`src/hw/rtl/mti_ram.sv`:
```
// ----------------------------------------------------------------------------
// mti_ram: generic single-write, single-read RAM
// One write port and one read port; the read data is registered.
// ----------------------------------------------------------------------------
`default_nettype none

module mti_ram #(
  parameter int unsigned Width = 32,
  parameter int unsigned Depth = 64
) (
  input  wire logic                     clk_i,
  input  wire logic                     we_i,
  input  wire logic [$clog2(Depth)-1:0] waddr_i,
  input  wire logic [Width-1:0]         wdata_i,
  input  wire logic [$clog2(Depth)-1:0] raddr_i,
  output logic      [Width-1:0]         rdata_o
);

  logic [Width-1:0] mem_q [Depth];

  always_ff @(posedge clk_i) begin
    if (we_i) begin
      mem_q[waddr_i] <= wdata_i;
    end
    rdata_o <= mem_q[raddr_i];
  end

endmodule

`default_nettype wire

```
`config.mk`:
```
export PLATFORM = sky130hd
export DESIGN_NAME = mti_ram
export DESIGN_NICKNAME = d
export VERILOG_FILES = /design/src/hw/rtl/mti_ram.sv
export SDC_FILE = /design/constraint.sdc
export NUM_CORES = 2
export LEC_CHECK = 0
export ABC_AREA = 1
export BUFFER_PORTS_ARGS = -buffer_cell sky130_fd_sc_hd__buf_2
export CAP_MARGIN = 20
export CORE_ASPECT_RATIO = 0.7
export CORE_UTILIZATION = 23
export DETAILED_ROUTE_END_ITERATION = 16
export GPL_TIMING_DRIVEN = 1
export PLACE_DENSITY = 0.47
export SYNTH_ARGS = -nofsm -noshare
export SYNTH_HDL_FRONTEND = slang
export SYNTH_SLANG_ARGS = --single-unit
```
`constraint.sdc`:
```
create_clock -name clk_i -period 6.3 [get_ports clk_i]
set_input_delay 0.945 -clock clk_i [delete_from_list [all_inputs] [get_ports clk_i]]
set_output_delay 0.945 -clock clk_i [all_outputs]
set_load 0.1 [all_outputs]
```
# [Yosys cells after proc, flatten, opt, wreduce, memory -nomap -nowiden]
# Memories as Yosys holds them, arrays and structs flattened. A register that Yosys moved wholly into a read port is not among the register bits.
# Index checks and enable logic that the tools add are counted.
[word_totals] reg_bits=0 ramBits=2048 input_bits=46 output_inout_bits=32 mem_count=1
[op_classes] n_mux=2
[mem_list] memory="mem_q" words=64 width=32 read_ports=1 rd_clocked_by_memory_dff=1 write_ports=1 line="19" text="logic [Width-1:0] mem_q [Depth];"
[op_table] cell="1-bit 2-to-1 mux" count=2

# [Depth between registers and ports, before layout]
[logic_depth] word_depth=2 mapped_depth=13 depth_no_buf=9

# [Worst setup path after synthesis]
# Ideal clock, no wire load.
[synth_path] kind="input to register" from="in we_i" to="mem mem_q[48][0] (enable)" setup_ns=0.502 arrival_ns=4.573 t_required_ns=5.798 setup_slack_ns=1.225 stages=3 path_cell_list="clkbuf_1 > nand4_1 > nor4_1"
[synth_via] elab_chain_cells=2
[synth_lines] item="from (decl)" line="12" text="input wire logic we_i,"
[synth_lines] item="1-bit 2-to-1 mux" line="22" text="if (we_i) begin"
[synth_lines] item="1-bit 2-to-1 mux (not written as such)" line="23" text="mem_q[waddr_i] <= wdata_i;"
[synth_lines] item="to (decl)" line="19"
# Every way passes these cells.

==> results_dict.tcl <==
set metrics [dict create \
    synth_seq_cells 2080 \
    multi_input_area_um2 18800 \
    syn_avg_cell_area_um2 12.2 \
    grt_usage_pct 14.9 \
    grt_util_met2_pct 21.6 \
    grt_pass1_vias 51400 \
    worstPathMaxFanout 135 \
    r2r-start "mem_q[25][12]" \
    powerDensity_nw_per_um2 310 \
    cts_resized 0 \
    synth_nets 6815 \
    setup-violations-final 0 \
    wl_per_cell_um 24.0 \
    whs_path_depth 2 \
    htree_levels 4 \
    vias 54500 \
    r2r_end "rdata_o[12]" \
    ff_latch_area_um2 62100 \
    initial_utilization_pct 23.2 \
    ctsHoldBuffers 0 \
    wirelength_um 280000 \
    gp_congestion 0.789 \
    cp_top_family "buffers and inverters" \
    rows 183 \
    drv_cap 0 \
    cts_buffer_depth 4 \
    grt_use_met1_pct 22.2 \
    whs_endpoint "mem_q[51][13]" \
    max-slew-margin-rel_pct 24.9 \
    drv_slew 0 \
    hold_violations 0 \
    die_w_um 719 \
    final_antenna_net_count 0 \
    worstHoldPathType "in -> reg" \
    dr.pass1.iters 5 \
    met3_usage_pct 3.81 \
    clock_skew_ps 96.8 \
    cts_tree "yes" \
    fill_cells 36500 \
    final_layout_size_suffix_gt1_share_pct 8.94 \
    max_freq_mhz 291 \
    ir_worst_vdd_uv 238 \
    io_buffers 77 \
    cts_made_buffers 201 \
    hold_start "waddr_i[2]" \
    required_ps 7070 \
    crit_slowest_cell "buf_12" \
    crit_arrival_ps 4210 \
    rrSetupSlack_ps 4180 \
    core_um2 357000 \
    yosysSeqAreaShare_pct 75.1 \
    leakage_nw 32.5 \
    crit_chain "buf_8 -> inv_16 -> buf_12 -> buf_4 -> nand2_1 -> nand3_1 -> nand3_1 -> nand3_1 -> nand3_1 -> nand2_1 -> nand2_1 -> nand2_1" \
    cts-root-buf "clkbuf_16" \
    cp-startpoint "raddr_i[0]" \
    yosysWarnings 0 \
    antenna_found_initial 36 \
    busiest_layer "met1" \
    min_period_ps 3440 \
    reg2reg_depth 8 \
    clkTransAtPathRegs_ps 70 \
    vias_per_cell 4.66 \
    tightest_slew_ps 1130 \
    dieArea_um2 362000 \
    synthToLayoutAreaGrowth_pct 15.5 \
    end_kind "register" \
    cts_setup_buffers 0 \
    die_y_um 504 \
    insertion_delay_ps 890 \
    path_class "in -> reg" \
    critPathLaunchType "input pin" \
    postSynthCellCount 6769 \
    nNetsFinal 6842 \
    status "complete, no violations" \
    rsz0062_at_grt "no" \
    dr.first_iter.drc_count 6628 \
    clock-sinks 2080 \
    grt_first_pass_wirelength_um 394000 \
    synth_cell_types 16 \
    crit_buf_inv 4 \
    fin_tns_setup_ps 0 \
    grt_max_degree 187 \
    hold_ws_ps 549 \
    drc 0 \
    synth_area_um2 82700 \
    cpPeakStageDelay_ps 510 \
    post-route-period-util_pct 54.5 \
    dp_hpwl_um 151000 \
    io_pins 78 \
    gr-total-overflow 0 \
]
synthesized netlist by cell type, drive strengths merged:
cell | instances | share of area, %
nand3 | 1907 | 12
nand4 | 9 | 0.068
buf | 372 | 2.4
nor4 | 8 | 0.060
nor2 | 56 | 0.25
clkbuf | 77 | 0.35
dfxtp | 32 | 0.77
edfxtp | 2048 | 74
inv | 12 | 0.057
nand2 | 2248 | 10
worst max-delay path by stage:
| stage | endpoint | slack (ps) | cells past startpoint |
|---|---|---|---|
| final | rdata_o[12] | 2860 | 12 |
| after global routing | rdata_o[28] | 2780 | 10 |
| after CTS | rdata_o[1] | 3030 | 1 |
| after detailed placement | rdata_o[28] | 2150 | 10 |
| after global placement | rdata_o[28] | 2120 | 10 |
| after floorplan | mem_q[48][0] | 1230 | 3 |
metrics by stage:
step	setup slack, ps	instances	utilization, %	cell area, um2	power (mW)
4_1_cts	3030	11700	26.8	95500	29.8
6_report	2860	11700	26.8	95600	29.6
3_5_place_dp	2150	11300	25.0	89100	17.8
3_3_place_gp	2120	11300	25.0	89100	17.8
5_1_grt	2780	11700	26.8	95500	30.4
2_1_floorplan	1230	6769	-	82700	16.8
kinds of logic (layout without fill, tap and decap cells):
group	Yosys count	after routing	synth area share [%]
other	0	14	0
and+or+nand+nor	4228	4228	22.1
DFF	2080	2080	75.1
buffers and inverters	461	650	2.78
final cells by class:
type | count | area share [%]
clock buffers | 278 | 5.82
repair buffers | 273 | 2.37
flip-flops and latches | 2080 | 65.0
clock inverters | 87 | 0.851
diodes | 14 | 0.0367
well taps | 4717 | 6.18
inverters | 12 | 0.0864
multi-input cells | 4228 | 19.6
metal layers:
metal  part of all wire [%]  vias up
met2                     42     2437
met1                     46    27500
met3                    9.7      360
li1                       -    24200
met5                  0.026        -
met4                    2.1       10
state kept, by name, summed over array words and instances, names as in the netlist:
signal   count
mem_q     2048
rdata_o     32
cell usage in the layout (no fill, tap or decap), drive strengths merged:
cell type  count
nor4           8
edfxtp      2048
inv           14
clkinvlp       2
diode         14
nor2          56
clkinv        68
buf          273
nand2       2248
dfxtp         32
bufinv        15
nand3       1907
clkbuf       278
nand4          9
power breakdown:
group / internal [mW] / total [mW] / switching, mW
combinational: 0.417 / 2.07 / 1.66
clock: 6.77 / 12.1 / 5.36
sequential: 15.3 / 15.4 / 0.0730
total: 22.5 / 29.6 / 7.09
Power figures use the tool's default switching activity.
